[config.mk]
export PLATFORM = sky130hd
export DESIGN_NAME = hsv_to_rgba_convert
export DESIGN_NICKNAME = d
export VERILOG_FILES = /design/src/design/hsvrgba_pkg.sv /design/src/design/hsv_to_rgba_convert.sv /design/src/design/hsvrgba_div255.sv
export SDC_FILE = /design/constraint.sdc
export NUM_CORES = 1
export LEC_CHECK = 0
export ABC_AREA = 1
export BUFFER_PORTS_ARGS = -buffer_cell sky130_fd_sc_hd__clkbuf_2
export CORE_AREA = 4 4 293 295
export DETAILED_ROUTE_END_ITERATION = 10
export DIE_AREA = 0 0 297 299
export SLEW_MARGIN = 20
export SYNTH_ARGS = -nofsm -noshare
export SYNTH_HDL_FRONTEND = slang
export SYNTH_HIERARCHICAL = 1
export SYNTH_SLANG_ARGS = --single-unit
[constraint.sdc]
create_clock -name clk -period 9.34 [get_ports clk]
set_input_delay 0.467 -clock clk [delete_from_list [all_inputs] [get_ports clk]]
set_output_delay 0.467 -clock clk [all_outputs]
set_load 0.1 [all_outputs]
[src/design/hsvrgba_pkg.sv]
// shared constants and types for the hsv to rgba converter
// no dependencies; used by hsvrgba_div255 and hsv_to_rgba_convert
package hsvrgba_pkg;

  localparam int unsigned HUE_W  = 11;
  localparam int unsigned BYTE_W = 8;
  localparam int unsigned PROD_W = 16;
  localparam int unsigned WIDE_W = 24;
  localparam int unsigned PACK_W = 32;

  // 1.0 in saturation/value units, also the divisor of every term
  localparam logic [BYTE_W-1:0] BYTE_MAX = 8'd255;
  // one whole sector in hue fraction units
  localparam logic [BYTE_W:0]   FRAC_ONE = 9'd256;
  // 255 * 256, denominator of the q and t terms
  localparam logic [PROD_W-1:0] FRAC_DEN = 16'd65280;

  typedef enum logic [2:0] {
    SEC_0,
    SEC_1,
    SEC_2,
    SEC_3,
    SEC_4,
    SEC_5
  } sector_t;

endpackage

[src/design/hsv_to_rgba_convert.sv]
// hsv to rgba pixel converter, top level with a four-stage pipeline
// depends on hsvrgba_pkg and hsvrgba_div255
//
// Converts one pixel per clock from hue/saturation/value plus alpha into red,
// green and blue bytes and a packed RRGGBBAA word. Hue bits 10..8 pick the
// 60-degree sector (codes 6 and 7 act as sectors 0 and 1), bits 7..0 are the
// fraction within the sector. All terms are truncating integer divisions.
// An accepted input beat passes through stages 1 to 3 into the output register;
// one beat is taken every cycle while the output side is not stalling. The
// four stages are: fraction and saturation products, products with value,
// divide by 255, sector permutation into the output register. Each stage
// holds its beat when the stage after it is full and blocked, so a stall
// on the output ripples back to in_stall in the same cycle once every stage
// is occupied; bubbles are squeezed out while stalled.
module hsv_to_rgba_convert (
  input  logic                                clk,
  input  logic                                rst,
  input  logic                                in_valid,
  output logic                                in_stall,
  input  logic [hsvrgba_pkg::HUE_W-1:0]       hue,
  input  logic [hsvrgba_pkg::BYTE_W-1:0]      saturation,
  input  logic [hsvrgba_pkg::BYTE_W-1:0]      brightness,
  input  logic [hsvrgba_pkg::BYTE_W-1:0]      alpha,
  output logic                                out_valid,
  input  logic                                out_stall,
  output logic [hsvrgba_pkg::BYTE_W-1:0]      red,
  output logic [hsvrgba_pkg::BYTE_W-1:0]      green,
  output logic [hsvrgba_pkg::BYTE_W-1:0]      blue,
  output logic [hsvrgba_pkg::PACK_W-1:0]      packed_rgba
);

  // stage advance enables, back to front
  logic en1, en2, en3, en4;
  logic v1, v2, v3;

  // stage 1: products of fraction and saturation
  hsvrgba_pkg::sector_t               sec1, sec2, sec3;
  hsvrgba_pkg::sector_t               sec_in;
  logic [hsvrgba_pkg::BYTE_W-1:0]     val1, val2, val3;
  logic [hsvrgba_pkg::BYTE_W-1:0]     a1, a2, a3;
  logic [hsvrgba_pkg::PROD_W-1:0]     pprod1, pprod2;
  logic [hsvrgba_pkg::PROD_W-1:0]     qnum1, tnum1;

  // stage 2: products with value
  logic [hsvrgba_pkg::WIDE_W-1:0]     qprod2, tprod2;

  // stage 3: divided terms
  logic [hsvrgba_pkg::BYTE_W-1:0]     p3, q3, t3;

  // combinational helpers
  logic [hsvrgba_pkg::BYTE_W-1:0]     frac;
  logic [hsvrgba_pkg::BYTE_W:0]       frac_inv;
  logic [hsvrgba_pkg::PROD_W-1:0]     fs;
  logic [hsvrgba_pkg::PROD_W:0]       fts;
  logic [hsvrgba_pkg::PROD_W-1:0]     pprod_next;
  logic [hsvrgba_pkg::WIDE_W-1:0]     qprod_next, tprod_next;
  logic [hsvrgba_pkg::BYTE_W-1:0]     p_div, q_div, t_div;
  logic [hsvrgba_pkg::BYTE_W-1:0]     r_next, g_next, b_next;

  assign en4 = !out_valid || !out_stall;
  assign en3 = !v3 || en4;
  assign en2 = !v2 || en3;
  assign en1 = !v1 || en2;
  assign in_stall = !en1;

  // sector decode, codes 6 and 7 wrap back to 0 and 1
  always_comb begin
    unique case (hue[hsvrgba_pkg::HUE_W-1:hsvrgba_pkg::BYTE_W])
      3'd0, 3'd6: sec_in = hsvrgba_pkg::SEC_0;
      3'd1, 3'd7: sec_in = hsvrgba_pkg::SEC_1;
      3'd2:       sec_in = hsvrgba_pkg::SEC_2;
      3'd3:       sec_in = hsvrgba_pkg::SEC_3;
      3'd4:       sec_in = hsvrgba_pkg::SEC_4;
      3'd5:       sec_in = hsvrgba_pkg::SEC_5;
    endcase
  end

  assign frac     = hue[hsvrgba_pkg::BYTE_W-1:0];
  assign frac_inv = hsvrgba_pkg::FRAC_ONE - {1'b0, frac};
  assign fs       = {8'b0, frac} * {8'b0, saturation};
  // (256-f)*s tops out at 65280, so the low 16 bits carry it
  assign fts      = {8'b0, frac_inv} * {9'b0, saturation};
  assign pprod_next = {8'b0, brightness} *
                      {8'b0, hsvrgba_pkg::BYTE_MAX - saturation};

  always_ff @(posedge clk) begin
    if (rst) begin
      v1 <= 1'b0;
    end else if (en1) begin
      v1 <= in_valid;
    end
    if (en1) begin
      sec1   <= sec_in;
      val1   <= brightness;
      a1     <= alpha;
      pprod1 <= pprod_next;
      qnum1  <= hsvrgba_pkg::FRAC_DEN - fs;
      tnum1  <= hsvrgba_pkg::FRAC_DEN - fts[hsvrgba_pkg::PROD_W-1:0];
    end
  end

  assign qprod_next = {16'b0, val1} * {8'b0, qnum1};
  assign tprod_next = {16'b0, val1} * {8'b0, tnum1};

  always_ff @(posedge clk) begin
    if (rst) begin
      v2 <= 1'b0;
    end else if (en2) begin
      v2 <= v1;
    end
    if (en2) begin
      sec2   <= sec1;
      val2   <= val1;
      a2     <= a1;
      pprod2 <= pprod1;
      qprod2 <= qprod_next;
      tprod2 <= tprod_next;
    end
  end

  // 65280 = 256 * 255: drop the low byte, then divide by 255
  hsvrgba_div255 u_div_p (
    .dividend (pprod2),
    .quotient (p_div)
  );

  hsvrgba_div255 u_div_q (
    .dividend (qprod2[hsvrgba_pkg::WIDE_W-1:hsvrgba_pkg::BYTE_W]),
    .quotient (q_div)
  );

  hsvrgba_div255 u_div_t (
    .dividend (tprod2[hsvrgba_pkg::WIDE_W-1:hsvrgba_pkg::BYTE_W]),
    .quotient (t_div)
  );

  always_ff @(posedge clk) begin
    if (rst) begin
      v3 <= 1'b0;
    end else if (en3) begin
      v3 <= v2;
    end
    if (en3) begin
      sec3 <= sec2;
      val3 <= val2;
      a3   <= a2;
      p3   <= p_div;
      q3   <= q_div;
      t3   <= t_div;
    end
  end

  // sector permutation of v, p, q, t
  always_comb begin
    unique case (sec3)
      hsvrgba_pkg::SEC_0: begin
        r_next = val3; g_next = t3;   b_next = p3;
      end
      hsvrgba_pkg::SEC_1: begin
        r_next = q3;   g_next = val3; b_next = p3;
      end
      hsvrgba_pkg::SEC_2: begin
        r_next = p3;   g_next = val3; b_next = t3;
      end
      hsvrgba_pkg::SEC_3: begin
        r_next = p3;   g_next = q3;   b_next = val3;
      end
      hsvrgba_pkg::SEC_4: begin
        r_next = t3;   g_next = p3;   b_next = val3;
      end
      default: begin
        r_next = val3; g_next = p3;   b_next = q3;
      end
    endcase
  end

  always_ff @(posedge clk) begin
    if (rst) begin
      out_valid <= 1'b0;
    end else if (en4) begin
      out_valid <= v3;
    end
    if (en4) begin
      red         <= r_next;
      green       <= g_next;
      blue        <= b_next;
      packed_rgba <= {r_next, g_next, b_next, a3};
    end
  end

`ifndef SYNTHESIS
  // input only backs up when the whole pipe is full behind a blocked output
  a_stall_only_when_full: assert property (
    @(posedge clk) disable iff (rst)
    in_stall |-> (out_valid && out_stall && v1 && v2 && v3))
    else $error("input stalled while the pipeline has room");

  // a beat in the last internal stage reaches the output once it is free
  a_stage3_drains: assert property (
    @(posedge clk) disable iff (rst)
    (v3 && !out_stall) |=> out_valid)
    else $error("stage 3 beat lost on its way to the output");

  // an accepted input beat always lands in stage 1
  a_accept_lands: assert property (
    @(posedge clk) disable iff (rst)
    (in_valid && !in_stall) |=> v1)
    else $error("accepted input beat missing from stage 1");
`endif

endmodule

[src/design/hsvrgba_div255.sv]
// truncating divide by 255 of a 16-bit value up to 65025
// depends on hsvrgba_pkg for widths and the divisor
module hsvrgba_div255 (
  input  logic [hsvrgba_pkg::PROD_W-1:0] dividend,
  output logic [hsvrgba_pkg::BYTE_W-1:0] quotient
);

  logic [hsvrgba_pkg::WIDE_W-1:0] recip;
  logic [hsvrgba_pkg::BYTE_W-1:0] est;
  logic [hsvrgba_pkg::PROD_W-1:0] back;
  logic [hsvrgba_pkg::PROD_W-1:0] rem;

  // x*257/65536 never overshoots x/255 and undershoots by at most one
  assign recip = {dividend, 8'b0} + {8'b0, dividend};
  assign est   = recip[hsvrgba_pkg::WIDE_W-1:hsvrgba_pkg::PROD_W];
  assign back  = {est, 8'b0} - {8'b0, est};
  assign rem   = dividend - back;

  assign quotient = (rem >= {8'b0, hsvrgba_pkg::BYTE_MAX}) ? est + 8'd1 : est;

endmodule
Word level (Yosys, flattened, before mapping)
Memory sizes are Yosys's and may differ from the RTL's. A register that Yosys moved wholly into a read port is not among the register bits. Index checks and enable logic that the tools add are counted.

Memories: 1. Word-level logic and storage cells: 75. Memory bits (read-only): 24. Flip-flop bits (word level): 250. Output and inout port bits: 58. Bits of input ports: 39.

Multipliers: 5. Add/subtract/negate cells: 16. Multiplexer cells: 6. Reductions and logical operators: 15. Equal/unequal tests: 4. Magnitude comparators: 3.

Memory list: (no name shown) (words 8, bits a word 3, rd ports 1, clocked after Yosys merged registers in 1, write ports 0, RTL line hsv_to_rgba_convert.sv:68) `unique case (hue[hsvrgba_pkg::HUE_W-1:hsvrgba_pkg::BYTE_W])`.

Operator list (count): $add A24 B16 Y24 (3); $pmux W8 S3 (3); $ge A16 B8 Y1 const B (3); $mul A8 B16 Y24 (2); $sub A16 B16 Y16 (3); $sub A16 B8 Y16 (3); $mul A8 B8 Y16 (2); $sub A16 B16 Y16 const A (2); $add A8 B1 Y8 const B (3); $mux W8 (3); $mul A9 B8 Y16 (1); $sub A9 B8 Y9 const A (1); $reduce_or A2 Y1 (4); $sub A8 B8 Y8 const A (1); $eq A3 B2 Y1 const B (2); $logic_not A1 Y1 (6); $logic_or A1 B1 Y1 (4); $eq A3 B1 Y1 const B (1); $eq A3 B3 Y1 const B (1); $logic_not A3 Y1 (1).

Depth between registers and ports, before layout
Word-level depth: 6. Gate-level depth with buffers: 31. Mapped depth without buffers: 31.

Hierarchy
Netlist, hierarchy kept.

Modules (own cells, without submodules): hsv_to_rgba_convert (cells each 2715, sequential area each 6326.1 um^2, area each 23108.4 um^2, instances 1); hsvrgba_div255 (cells each 334, sequential area each 0.0 um^2, area each 1909.3 um^2, instances 3).

Worst setup path before layout
OpenSTA, ideal clock, no wires.

Kind: reg-to-reg. From: register out_valid. To: register a1[0] (netlist name), enable pin. Path slack: 2018 ps. Buffers on the path: 0. Data arrival time: 6738 ps. Required time: 8755 ps. Period minus slack after synthesis: 7322 ps. Setup time: 585 ps. Cell stages (with the launch flop): 8. Path through: dfxtp_1 > nand2_1 > nor2_1 > inv_1 > nor2_1 > inv_1 > nor2_1 > inv_1.

Longest elaborated chain between the ends: 5.

RTL lines: start: declaration (RTL line hsv_to_rgba_convert.sv:24) `output logic out_valid,`; start signal: assignment (RTL line hsv_to_rgba_convert.sv:181) `out_valid <= v3;`; $logic_not A1 Y1 (RTL line hsv_to_rgba_convert.sv:60) `assign en4 = !out_valid || !out_stall;`; $logic_or A1 B1 Y1 (RTL line hsv_to_rgba_convert.sv:60); net en4 (RTL line hsv_to_rgba_convert.sv:33) `logic en1, en2, en3, en4;`; $logic_or A1 B1 Y1 (RTL line hsv_to_rgba_convert.sv:61) `assign en3 = !v3 || en4;`; net en3 (RTL line hsv_to_rgba_convert.sv:33); $logic_or A1 B1 Y1 (RTL line hsv_to_rgba_convert.sv:62) `assign en2 = !v2 || en3;`; net en2 (RTL line hsv_to_rgba_convert.sv:33); $logic_or A1 B1 Y1 (RTL line hsv_to_rgba_convert.sv:63) `assign en1 = !v1 || en2;`; end signal: assignment (RTL line hsv_to_rgba_convert.sv:95) `a1 <= alpha;`; end: declaration (RTL line hsv_to_rgba_convert.sv:40) `logic [hsvrgba_pkg::BYTE_W-1:0] a1, a2, a3;`.

The timed path passes the listed nets, and every way through them passes these cells. A chain may end at the register's enable or synchronous reset.

Worst setup path in the final report
From: input hue[0] (netlist name). To: register tnum1[13] (netlist name) (data pin).

Longest elaborated chain between the ends: 3.

RTL lines: start: declaration (RTL line hsv_to_rgba_convert.sv:20) `input logic [hsvrgba_pkg::HUE_W-1:0] hue,`; $sub A9 B8 Y9 (RTL line hsv_to_rgba_convert.sv:79) `assign frac_inv = hsvrgba_pkg::FRAC_ONE - {1'b0, frac};`; $mul A9 B8 Y16 (RTL line hsv_to_rgba_convert.sv:82) `assign fts = {8'b0, frac_inv} * {9'b0, saturation};`; $sub A16 B16 Y16 (RTL line hsv_to_rgba_convert.sv:98) `tnum1 <= hsvrgba_pkg::FRAC_DEN - fts[hsvrgba_pkg::PROD_W-1:0];`; end signal: assignment (RTL line hsv_to_rgba_convert.sv:98); end: declaration (RTL line hsv_to_rgba_convert.sv:42) `logic [hsvrgba_pkg::PROD_W-1:0] qnum1, tnum1;`.

No other way between the ends.

==> flow_summary.json <==
{
  "multiInputGateArea_um2": 18330,
  "drtIter0Drc": 1401,
  "instances_no_fill": 4843,
  "post-synth-top-count-cell": "sky130_fd_sc_hd__nand2_1",
  "slew_violations": 0,
  "worst_r2r_path_depth": 16,
  "drt_drc_violations_left": 0,
  "dieArea_um2": 88800,
  "place_hpwl_um": 51380,
  "achievable_frequency_mhz": 210.7,
  "synth_top_cell_area_share": 0.2166,
  "report.final.hold_viol_count": 0,
  "die_height_um": 299,
  "main_combinational_cell_family_by_area_after_synthesis": "adder cells",
  "route.antenna.remaining_nets": 0,
  "worstSetupEndpointType": "flop",
  "finalSetupViolCount": 0,
  "die_w_um": 297,
  "utilization_after_layout": 0.3730,
  "grt_antenna_before_repair": 0,
  "post_synth_main_area_contributors": "sky130_fd_sc_hd__edfxtp_1, sky130_fd_sc_hd__fa_1, sky130_fd_sc_hd__ha_1",
  "core_region_area_um2": 83160,
  "rsz_0062_raised_after_global_routing": "no",
  "cts.root.buffer_cell": "sky130_fd_sc_hd__clkbuf_16",
  "clock_tree_from_tritoncts": "done",
  "start_kind": "primary input",
  "adder_cell_fraction_of_synth_area": 0.3305,
  "post_synth_and_or_nand_nor_area_fraction": 0.2300,
  "routed_wl_um": 62420,
  "mean_syn_cell_area_um2": 7.758,
  "vias_in_the_first_global_route": 21942,
  "design.final.nets": 4376,
  "routed_via_count_divided_by_cell_count": 4.555,
  "ys_top_cells_by_count": "sky130_fd_sc_hd__nand2_1, sky130_fd_sc_hd__inv_1, sky130_fd_sc_hd__ha_1",
  "ys_seq_area_frac": 0.2194,
  "grt_start_max_net_pins": 69,
  "port_buffers": 96,
  "worst_skew_pair.late_latency_ns": 0.56,
  "postSynth.asyncResetShare": 0,
  "grt_util_all_layers": 0.1424,
  "finClkSkew_ns": 0.03358,
  "critPathArrivalTime_ns": 5.03,
  "worst_setup_hold_path_clk_slew_ns": 0.06,
  "synth_unique_cells": 51,
  "min_path_cells": 1,
  "cts.path.max_buffers": 3,
  "cts_repair_resize_count": 0,
  "seq_area_um2": 6326,
  "hold_class": "in2reg",
  "netlist.top_cell.by_area": "sky130_fd_sc_hd__edfxtp_1",
  "final.setup.worst_slack_ns": 4.594,
  "ioPinCount": 97,
  "timing_worst_slew_pin_value_ns": 0.9399,
  "status": "complete, no violations",
  "grt_pass1_wl_um": 107300,
  "post_synth_mux_area_share": 0,
  "antenna_cells_inserted": 0,
  "first_pass_iters": 5,
  "cp_data_required_time_ns": 9.62,
  "layout-drive-gt1-share": 0.07946,
  "netlist_area_um2": 28840,
  "floorplan.initialDensity": 0.3468,
  "crit_path_max_fanout": 10,
  "final.setup.tns_ns": 0,
  "max_slew_headroom": 0.3734,
  "path_class": "in2reg",
  "synth_xor_area_frac": 0.03098,
  "syn_inst": 3717,
  "gp_congestion": 0.8839,
  "routed_wire_length_per_instance_um": 12.89,
  "synth-edff-count": 208,
  "cap_violations": 0,
  "cts.sinks": 212,
  "synth_compound_gate_area_share": 0.04421,
  "num_rows": 106,
  "ctsHoldBuffers": 0,
  "cts_setup_buffers": 0,
  "dp_worst_setup_slack_ns": 4.050,
  "fillCellCount": 8635,
  "ys_warn_count": 6,
  "synthToLayoutAreaGrowth_pct": 7.554,
  "cts_buffers": 25,
  "postSynthNetCount": 4349,
  "dr_total_vias": 22062,
  "cts.htree.levels": 1,
  "yosys_register_bits": 212,
  "cell_count_after_placement": 4797,
  "grt_remaining_overflow": 0,
  "period_needed_ns": 4.746,
  "final.period_utilization": 0.5082,
  "synth_flop_cell": "sky130_fd_sc_hd__edfxtp_1"
}
## placed cells by master (no fill, tap or decap), drive strengths merged, types with 2 or more instances in the layout
master	n
nand3b	10
nor2	233
or2	17
xnor2	48
nor3	37
fa	281
o21a	5
o21bai	14
xor2	54
inv	972
a21o	14
and2	6
a21oi	124
o22ai	8
a22oi	3
clkbuf	125
ha	312
o2111ai	11
o31ai	2
nand2	1020
clkinvlp	2
nand4	40
nand3	147
nor4	5
a21boi	3
o21ai	27
edfxtp	208
bufinv	2
dfxtp	4
buf	12
and3	4
clkinv	10
## registers in the layout, indices dropped and copies added (netlist names), 10 cells and up
| register | cells |
|---|---|
| packed_rgba | 10 |
| pprod1 | 16 |
| pprod2 | 16 |
| qnum1 | 16 |
| qprod2 | 16 |
| tnum1 | 15 |
| tprod2 | 16 |
## cell type report
class | count | area share
inverter | 969 | 0.1173
multi-input combinational | 2428 | 0.5910
clock buffer | 29 | 0.02066
tap | 1080 | 0.04357
timing repair buffer | 108 | 0.01840
sequential | 212 | 0.2040
clock inverter | 17 | 0.005164
## through the flow
| step | instance area (µm²) | hold WS, ns |
|---|---|---|
| floorplan | 28840 | 0.4003 |
| finish | 31010 | 0.08585 |
| CTS | 31010 | 0.04183 |
| global route | 31010 | 0.04765 |
| global placement | 30210 | 0.4004 |
| detailed placement | 30210 | 0.4045 |
## worst paths after layout
path | from | to | slack, ns
max | hue[0] | tnum1[13] | 4.59
max reg2reg | val1[4] | qprod2[21] | 4.69
min reg2reg | val2[5] | val3[5] | 0.42
min | alpha[1] | a1[1] | 0.09
## cell families after synthesis
family,after synthesis
XOR/XNOR,102
adder cells (fa/ha/maj),593
AND/OR/NAND/NOR,1520
AO/OA/AOI/OAI,213
buffers and inverters,1077
flip-flops,212
## worst max-delay path: stages
cell and delay, ns:
sky130_fd_sc_hd__clkbuf_2 0.18, sky130_fd_sc_hd__inv_1 0.09, sky130_fd_sc_hd__ha_1 0.18, sky130_fd_sc_hd__nand2_1 0.10, sky130_fd_sc_hd__or2_1 0.25, sky130_fd_sc_hd__o21ai_0 0.16, sky130_fd_sc_hd__nand2_1 0.16, sky130_fd_sc_hd__inv_2 0.13
sky130_fd_sc_hd__nand2_1 0.08, sky130_fd_sc_hd__fa_1 0.54, sky130_fd_sc_hd__fa_1 0.44, sky130_fd_sc_hd__fa_1 0.54, sky130_fd_sc_hd__inv_1 0.05, sky130_fd_sc_hd__fa_1 0.52, sky130_fd_sc_hd__inv_1 0.04, sky130_fd_sc_hd__ha_1 0.34
sky130_fd_sc_hd__nand2_1 0.09, sky130_fd_sc_hd__nand2_1 0.04, sky130_fd_sc_hd__o21bai_1 0.15, sky130_fd_sc_hd__a21oi_1 0.18, sky130_fd_sc_hd__o21ai_0 0.12, sky130_fd_sc_hd__xor2_1 0.15
## routing by layer
metal,share of wire,global-route usage,wire length [µm],vias to the layer above
met2,0.43,0.2255,26880,511
li1,-,-,-,11291
met3,0.054,0.01947,3392,70
met4,0.023,0.03335,1413,0
met1,0.49,0.2066,30730,10190
met5,0,0,0,-
Power is not shown: default switching activity piles up to over one toggle a cycle in this logic, so the estimate is an artifact.
